**config.mk**
```make
export PLATFORM = sky130hd
export DESIGN_NAME = hall_period_rate_meter
export DESIGN_NICKNAME = d
export VERILOG_FILES = /design/src/rtl/hprm_pkg.sv /design/src/rtl/hall_period_rate_meter.sv
export SDC_FILE = /design/constraint.sdc
export NUM_CORES = 1
export LEC_CHECK = 0
export BUFFER_PORTS_ARGS = -buffer_cell sky130_fd_sc_hd__buf_2
export CORE_MARGIN = 5
export CORE_UTILIZATION = 60
export DETAILED_ROUTE_END_ITERATION = 8
export GPL_TIMING_DRIVEN = 0
export HOLD_SLACK_MARGIN = 0.06
export PLACE_DENSITY = 0.83
export SETUP_SLACK_MARGIN = 0.3
export SYNTH_ARGS = -nofsm -noshare
export SYNTH_HDL_FRONTEND = slang
export SYNTH_SLANG_ARGS = --single-unit
```
**constraint.sdc**
```tcl
create_clock -name clk -period 7.9 [get_ports clk]
set_input_delay 1.58 -clock clk [delete_from_list [all_inputs] [get_ports clk]]
set_output_delay 1.58 -clock clk [all_outputs]
set_load 0.005 [all_outputs]
```
**src/rtl/hprm_pkg.sv**
```systemverilog
// Shared constants for the hall sensor period rate meter.
`default_nettype none

package hprm_pkg;

    localparam int TIME_WIDTH    = 32;
    localparam int FRACTION_BITS = 8;
    localparam int RATE_WIDTH    = 28;
    localparam int CNT_WIDTH     = $clog2(RATE_WIDTH);

    localparam logic [RATE_WIDTH-1:0] RATE_ONE_HZ =
        RATE_WIDTH'(64'd1000000 << FRACTION_BITS);

    localparam logic [CNT_WIDTH-1:0] CNT_LAST = CNT_WIDTH'(RATE_WIDTH - 1);

    typedef enum logic {
        OP_LEVEL_CHANGE = 1'b0,
        OP_RATE_QUERY   = 1'b1
    } op_t;

endpackage

`default_nettype wire

```
**src/rtl/hall_period_rate_meter.sv**
```systemverilog
// Hall sensor rotation rate meter with a bit-serial period divider.
`default_nettype none

// Rotation rate meter for a hall sensor. Each input transfer is a pin level
// change or a rate query, both stamped with a free-running microsecond time.
// A level change equal to magnet_level sets the stored rate to
// (1000000 << 8) / (time since the previous magnet edge) and records the
// edge time; other levels are dropped and produce no output. A query returns
// the smaller of the stored rate and the rate an edge arriving now would
// give, as unsigned fixed point with 8 fraction bits (revolutions per
// second), saturated at 256000000 for a zero interval. A magnet edge or a
// query is accepted in the idle state, then runs through the shared
// restoring divider and a finish state; in_ready stays low until it is back
// in idle. A zero interval skips the divider and goes straight to the finish
// state; an ignored level change leaves the meter idle. A finished query
// result waits in the output register, and the next item may be accepted
// meanwhile; a query that finishes while an earlier result still waits holds
// in the finish state, with in_ready low, until out_ready takes that result.
// magnet_level is written through the cfg channel, which is always ready.
module hall_period_rate_meter (
    input  wire                                   clk,
    input  wire                                   rst_n,
    input  wire                                   cfg_valid,
    output logic                                  cfg_ready,
    input  wire                                   magnet_level,
    input  wire                                   in_valid,
    output logic                                  in_ready,
    input  wire                                   op,
    input  wire                                   pin_level,
    input  wire  [hprm_pkg::TIME_WIDTH-1:0]       event_time_us,
    output logic                                  out_valid,
    input  wire                                   out_ready,
    output logic [hprm_pkg::RATE_WIDTH-1:0]       rate_fixed
);

    typedef enum logic [2:0] {
        ST_IDLE   = 3'b001,
        ST_DIVIDE = 3'b010,
        ST_FINISH = 3'b100
    } state_t;

    state_t                               state_reg, state_next;
    logic                                 magnet_level_reg, magnet_level_next;
    logic [hprm_pkg::TIME_WIDTH-1:0]      last_edge_time_reg, last_edge_time_next;
    logic [hprm_pkg::RATE_WIDTH-1:0]      rate_value_reg, rate_value_next;
    logic [hprm_pkg::TIME_WIDTH-1:0]      dt_reg, dt_next;
    logic [hprm_pkg::TIME_WIDTH-1:0]      rem_reg, rem_next;
    logic [hprm_pkg::RATE_WIDTH-1:0]      quo_reg, quo_next;
    logic [hprm_pkg::CNT_WIDTH-1:0]       cnt_reg, cnt_next;
    logic                                 is_query_reg, is_query_next;
    logic                                 out_valid_reg, out_valid_next;
    logic [hprm_pkg::RATE_WIDTH-1:0]      rate_fixed_reg, rate_fixed_next;

    logic                                 in_xfer;
    logic                                 is_edge;
    logic                                 is_query;
    logic [hprm_pkg::TIME_WIDTH-1:0]      dt_now;
    logic [hprm_pkg::TIME_WIDTH:0]        rem_shift;
    logic [hprm_pkg::TIME_WIDTH:0]        rem_diff;
    logic                                 out_free;
    logic [hprm_pkg::RATE_WIDTH-1:0]      bounded_rate;

    assign cfg_ready = 1'b1;
    assign in_ready  = (state_reg == ST_IDLE);
    assign out_valid = out_valid_reg;
    assign rate_fixed = rate_fixed_reg;

    assign in_xfer  = in_valid && in_ready;
    assign is_query = (op == hprm_pkg::OP_RATE_QUERY);
    assign is_edge  = (op == hprm_pkg::OP_LEVEL_CHANGE) && (pin_level == magnet_level_reg);
    assign dt_now   = event_time_us - last_edge_time_reg;

    assign rem_shift = {rem_reg, quo_reg[hprm_pkg::RATE_WIDTH-1]};
    assign rem_diff  = rem_shift - {1'b0, dt_reg};

    assign out_free     = !out_valid_reg || out_ready;
    assign bounded_rate = (rate_value_reg < quo_reg) ? rate_value_reg : quo_reg;

    always_comb
    begin
        state_next          = state_reg;
        magnet_level_next   = magnet_level_reg;
        last_edge_time_next = last_edge_time_reg;
        rate_value_next     = rate_value_reg;
        dt_next             = dt_reg;
        rem_next            = rem_reg;
        quo_next            = quo_reg;
        cnt_next            = cnt_reg;
        is_query_next       = is_query_reg;
        out_valid_next      = out_valid_reg && !out_ready;
        rate_fixed_next     = rate_fixed_reg;

        if (cfg_valid)
        begin
            magnet_level_next = magnet_level;
        end

        unique case (state_reg)
            ST_IDLE:
            begin
                if (in_xfer && (is_query || is_edge))
                begin
                    dt_next       = dt_now;
                    rem_next      = '0;
                    quo_next      = hprm_pkg::RATE_ONE_HZ;
                    cnt_next      = '0;
                    is_query_next = is_query;
                    if (!is_query)
                    begin
                        last_edge_time_next = event_time_us;
                    end
                    // Zero interval saturates: quotient already holds the full rate.
                    state_next = (dt_now == '0) ? ST_FINISH : ST_DIVIDE;
                end
            end
            ST_DIVIDE:
            begin
                if (!rem_diff[hprm_pkg::TIME_WIDTH])
                begin
                    rem_next = rem_diff[hprm_pkg::TIME_WIDTH-1:0];
                end
                else
                begin
                    rem_next = rem_shift[hprm_pkg::TIME_WIDTH-1:0];
                end
                quo_next = {quo_reg[hprm_pkg::RATE_WIDTH-2:0], !rem_diff[hprm_pkg::TIME_WIDTH]};
                cnt_next = cnt_reg + 1'b1;
                if (cnt_reg == hprm_pkg::CNT_LAST)
                begin
                    state_next = ST_FINISH;
                end
            end
            ST_FINISH:
            begin
                if (!is_query_reg)
                begin
                    rate_value_next = quo_reg;
                    state_next      = ST_IDLE;
                end
                else if (out_free)
                begin
                    rate_fixed_next = bounded_rate;
                    out_valid_next  = 1'b1;
                    state_next      = ST_IDLE;
                end
            end
            default:
            begin
                state_next = ST_IDLE;
            end
        endcase
    end

    always_ff @(posedge clk or negedge rst_n)
    begin
        if (!rst_n)
        begin
            state_reg          <= ST_IDLE;
            magnet_level_reg   <= 1'b0;
            last_edge_time_reg <= '0;
            rate_value_reg     <= '0;
            out_valid_reg      <= 1'b0;
            cnt_reg            <= '0;
            is_query_reg       <= 1'b0;
        end
        else
        begin
            state_reg          <= state_next;
            magnet_level_reg   <= magnet_level_next;
            last_edge_time_reg <= last_edge_time_next;
            rate_value_reg     <= rate_value_next;
            out_valid_reg      <= out_valid_next;
            cnt_reg            <= cnt_next;
            is_query_reg       <= is_query_next;
        end
    end

    always_ff @(posedge clk)
    begin
        dt_reg         <= dt_next;
        rem_reg        <= rem_next;
        quo_reg        <= quo_next;
        rate_fixed_reg <= rate_fixed_next;
    end

    a_rate_bounded: assert property (@(posedge clk) disable iff (!rst_n)
        rate_value_reg <= hprm_pkg::RATE_ONE_HZ)
        else $error("stored rate above saturation");

    a_out_bounded: assert property (@(posedge clk) disable iff (!rst_n)
        out_valid_reg |-> rate_fixed_reg <= hprm_pkg::RATE_ONE_HZ)
        else $error("output rate above saturation");

    a_cnt_range: assert property (@(posedge clk) disable iff (!rst_n)
        (state_reg == ST_DIVIDE) |-> cnt_reg <= hprm_pkg::CNT_LAST)
        else $error("divider count out of range");

    a_div_ends: assert property (@(posedge clk) disable iff (!rst_n)
        (state_reg == ST_DIVIDE) && (cnt_reg == hprm_pkg::CNT_LAST) |=> state_reg == ST_FINISH)
        else $error("divider did not finish");

    a_ignored_level: assert property (@(posedge clk) disable iff (!rst_n)
        in_xfer && !is_query && !is_edge |=> state_reg == ST_IDLE && $stable(rate_value_reg))
        else $error("ignored level change altered state");

endmodule

`default_nettype wire

```
Yosys cells after proc, flatten, opt, wreduce, memory -nomap -nowiden
Cells that the tools add are included.
- bits of input ports: 40
- latch bits: 0
- word-level logic and storage cells: 59
- memory bits (read-only): 0
- memories: 0
- bits in registers: 191
- bits in writable memories: 0
- multiplexer cells: 17
- magnitude comparators: 1
- reduce and logical (&&, ||, !) cells: 17
- shift operators: 0
- equal/unequal tests: 8
- add/subtract/negate cells: 3
- $mul: 0
- divide/modulo/power cells: 0
- bitwise operators: 2
- operators with widths (operator ; count):
    $mux W32 ; 2
    $pmux W32 S2 ; 1
    $mux W28 ; 2
    $pmux W28 S2 ; 1
    $sub A33 B32 Y33 ; 1
    $logic_not A32 Y1 ; 1
    $sub A32 B32 Y32 ; 1
    $lt A28 B28 Y1 ; 1
    $mux W3 ; 5
    $pmux W5 S2 ; 1
    $pmux W3 S3 ; 1
    $reduce_and A3 Y1 ; 3
    $reduce_and A2 Y1 ; 3
    $add A5 B1 Y5 const B ; 1
    $eq A5 B5 Y1 const B ; 1
    $mux W5 ; 1
    $logic_and A1 B1 Y1 ; 4
    $eq A3 B1 Y1 const B ; 1
    $eq A3 B2 Y1 const B ; 1
    $eq A3 B3 Y1 const B ; 1
    $logic_not A1 Y1 ; 3
    $mux W1 ; 3
    $ne A3 B3 Y1 const B ; 1
    $logic_or A1 B1 Y1 ; 2
    5 further kinds ; 6

Logic depth before layout (Yosys ltp)
- depth in word-level cells: 6
- depth in mapped cells: 15
- mapped depth without buffers: 14

Least setup slack after synthesis
Ideal clock, no wire load.
- path kind: input-to-reg
- start point: input event_time_us[0] in the netlist's numbering
- end point: register state_reg[1]
- library setup time: 140 ps
- path slack: 3177 ps
- cell stages on the path: 14
- arrival time: 4583 ps
- path through: inv_1 ha_1 fa_1 nor2b_4 o31a_1 o31ai_2 o311ai_2 a31o_1 xor2_1 or4b_2 nor4_1 nand3_1 nor4_2 o22ai_1
- word-level cells in the longest chain between the ends: 5
- ends and longest elaborated chain (what ; RTL line ; source):
    from (decl) ; hall_period_rate_meter.sv:30 ; input wire [hprm_pkg::TIME_WIDTH-1:0] event_time_us,
    $sub A32 B32 Y32 ; hall_period_rate_meter.sv:71 ; assign dt_now = event_time_us - last_edge_time_reg;
    named net dt_now (one bit) ; hall_period_rate_meter.sv:57 ; logic [hprm_pkg::TIME_WIDTH-1:0] dt_now;
    $logic_not A32 Y1 ; hall_period_rate_meter.sv:113 ; state_next = (dt_now == '0) ? ST_FINISH : ST_DIVIDE;
    $mux W3 ; hall_period_rate_meter.sv:113 ;
    $mux W3 ; hall_period_rate_meter.sv:101 ; if (in_xfer && (is_query || is_edge))
    $pmux W3 S3 ; hall_period_rate_meter.sv:98 ; unique case (state_reg)
    to (signal assigned) ; hall_period_rate_meter.sv:168 ; state_reg <= state_next;
    to (decl) ; hall_period_rate_meter.sv:42 ; state_t state_reg, state_next;
The timed path passes the listed nets, and every way through them passes these cells. The select of a mux whose other input is x is not followed.
A chain may end at the register's enable or synchronous reset.

Worst setup path after layout
Ends and elaborated chain as after synthesis.

==> impl_results.md <==
- IO buf count: 69
- Largest net degree at the start of global routing: 63
- Top cell type's share of synthesized area: 31.5%
- CP Launch Type: input port
- CP endpoint kind: register
- Library cells used by synthesis: 72
- Area of the core: 18,800 µm²
- # rows: 50
- Vias/cell: 5.72
- GRT overflow: 0
- Crit path cell chain: buf_2, inv_1, ha_1, fa_1, nor2b_4, o31a_1, o31ai_2, o311ai_2, a31o_1, xor2_1, or4b_2, nor4_1, nand3_1, nor4_2, o22ai_1
- CTS resizes: 0
- Slowest cell on crit path: or4b_2
- Final period util: 63.0%
- First-pass GRT wire length: between 30,000 and 40,000 µm
- FF+latch count, synth: 191
- Worst r2r dst: rem_reg[24]
- GRT Total Usage: 21.5%
- Post-route antenna net violation count: 0
- # DRC: 0
- Final min period: 4.97 ns
- Slew @ Worst Pin: 1.27 ns
- Post-synth EDFFs: 120
- Hold Slack: 0.518 ns
- Cts hold-fix bufs: 0
- CTS Buf Count: 17
- DR WL/cell: about 16 µm
- # Post-CTS Setup Buffers: 0
- Footprint of the multi-input gates: 5530 µm²
- Slew Viols, Final: 0
- Fmax: 201 MHz
- Detailed placement HPWL: between 15,000 and 20,000 µm
- Fillers: 1,388
- FFs w/ async S/R, synth: 37.2%
- Final Setup Violations: 0
- Worst reg-to-reg setup slack: 3.59 ns
- Clock latency at the later pin of the worst-skew pair: 0.44 ns
- Detailed-route via count: 8,251
- Area growth syn-to-layout: 11.2%
- Most common cell in the synthesized netlist: edfxtp_1
- Slew HR: 15.5%
- Worst Reg-to-Reg Cells: 15
- Diode count: 0
- Vias in the first global route: 8,256
- Initial antenna violation count: 0
- Pleak: 5.60 nW
- GP Congestion: approximately 0.92
- HP Class: register to register
- Max-cap violation count: 0
- Run status: finished, final reports clean
- Most frequent cells after synthesis: edfxtp_1 (120), inv_1 (112), nor2_1 (105)
- Mapped Area: 11,500 µm²
- Syn_area_per_cell: 10.4 µm²
- Peak supply drop: 0.251 mV
- Die area: roughly 22,000 µm²
- CP Depth: 15
- Yosys top cell by area: edfxtp_1
- Crit path launch: event_time_us[0]
- Final layout net count: 1,328
- Synth Net Count: 1,238
- Synth area leaders: edfxtp_1 (31%), dfrtp_1 (15%), ha_1 (9.9%)
- Max clock buf depth: 2
- CTS tree: built
- CTS HTree Levels: 4
- Worst path bufs/invs: 2
- P per Cell Area: 393 nW/µm²
- Crit path max-delay family: simple AND/OR/NAND/NOR gates
- Drt first pass iters: 5
- Iteration-0 DRC Markers: 532
- Setup tns final: 0 ns
- Req. time, crit path: 8.20 ns
- Register area share after synthesis: 47.0%
- Biggest cell delay along the critical path: 0.61 ns
- R2R Path Start: quo_reg[27]
- Root Driver: clkbuf_16
- Cells after synthesis: between 1,000 and 1,500
- Starting density of the core: 61.0%
- Layout cells sized above 1: 15.9%
- Crit-path max FO: 5
- Width of the chip: 148 µm
- Synth warnings: 0
- Clock Skew: 0.00912 ns
- RSZ-0062 raised after global routing: false
- Sink Count: 191
- I/O pins: 71
- Clock-pin slew on the worst setup and hold paths: 0.08 ns
- Worst setup path end: state_reg[1]
- Design Power: 5.01 mW
- Die H: 148 µm
- FF/Latch Area: 5380 µm²
- Top_reg_cell synth: edfxtp_1
- Final WL: 22,700 µm
- Worst EP arrival: approximately 5.3 ns
- Hold Fails Final Rpt: 0
- Kind of critical path: input port to register
==> logic make-up (layout without fill, tap and decap cells) <==
| family | after synthesis | after routing | share of synthesized area, % |
|---|---|---|---|
| xor+xnor | 56 | 56 | 4.28 |
| simple gates | 296 | 296 | 12.2 |
| compound gates | 239 | 239 | 13.2 |
| flops | 191 | 191 | 47.0 |
| fa+ha+maj | 93 | 93 | 10.3 |
| buf+inv | 143 | 246 | 4.85 |
| other cells | 1 | 1 | 0.0327 |
| mux | 86 | 86 | 8.18 |
==> power by group <==
part | total [mW] | switching (mW) | internal, mW
logic | 2.59 | 1.54 | 1.05
clock network | 0.842 | 0.413 | 0.429
registers | 1.57 | 0.118 | 1.46
total | 5.01 | 2.07 | 2.93
==> worst register-to-register path, stage by stage (launching register included) <==
cell and delay, ns:
edfxtp_1 0.39, inv_1 0.09, ha_1 0.22, fa_1 0.41, nor2b_1 0.17, o31ai_1 0.10, a211oi_1 0.28, nor3_1 0.14
o41ai_2 0.48, o211ai_1 0.18, or2_1 0.25, a311oi_1 0.29, xor2_1 0.33, buf_2 0.37, mux2i_1 0.27, nor2_1 0.07
==> per-stage QoR <==
stage,cells,utilization [%],worst slack [ns],instance area [µm²]
after floorplan,1105,-,3.18,11500
after global placement,1408,64.4,2.48,12100
after detailed placement,1410,64.7,2.41,12100
after CTS,1442,67.9,2.88,12700
after global routing,1442,67.9,2.61,12700
final,1442,67.9,2.93,12700
==> layer usage <==
| metal | vias up | track usage, % | wire length [µm] |
|---|---|---|---|
| met1 | 3916 | 27.7 | 10200 |
| met3 | 23 | 3.60 | 824 |
| met2 | 183 | 37.6 | 11400 |
| li1 | 4129 | - | - |
| met4 | 0 | 6.00 | 261 |
| met5 | - | 0 | 0 |
==> worst min path at each step <==
stage,from,endpoint,slack [ns],cells after the start
floorplan,last_edge_time_reg[0],last_edge_time_reg[0],0.48,1
global placement,out_valid,out_valid,0.49,2
detailed placement,out_valid,out_valid,0.50,2
CTS,last_edge_time_reg[0],last_edge_time_reg[0],0.52,1
global route,last_edge_time_reg[0],last_edge_time_reg[0],0.55,1
finish,out_valid,out_valid,0.52,2
==> cells in the final DEF (no fill, tap or decap), drive strengths merged, types with 3 or more instances in the layout <==
cell type,count
nand2b,13
and3,5
nand2,91
o41ai,4
nand3,10
mux2i,25
o21bai,6
nor3,11
dfrtp,70
o211ai,11
a211oi,11
o311ai,3
or2,3
edfxtp,120
o31ai,8
nor2b,13
ha,91
a21o,20
nand4,14
a31o,4
mux2,61
clkbuf,37
o21ai,70
a21oi,67
a2111o,3
nor4,7
xnor2,34
clkinv,7
inv,117
and2,4
xor2,22
a31oi,6
buf,83
o21a,9
or3,5
nor2,105
nor3b,3
==> layout make-up <==
cell class	instances	share of cell area, %
buffer	31	1.06
tap	234	2.30
sequential	191	42.2
inverter	112	3.30
multi-input combinational	771	43.4
clock inverter	14	1.20
clock buffer	18	3.45
timing repair buffer	71	3.06
No activity file was read; power rests on OpenSTA's default activity.
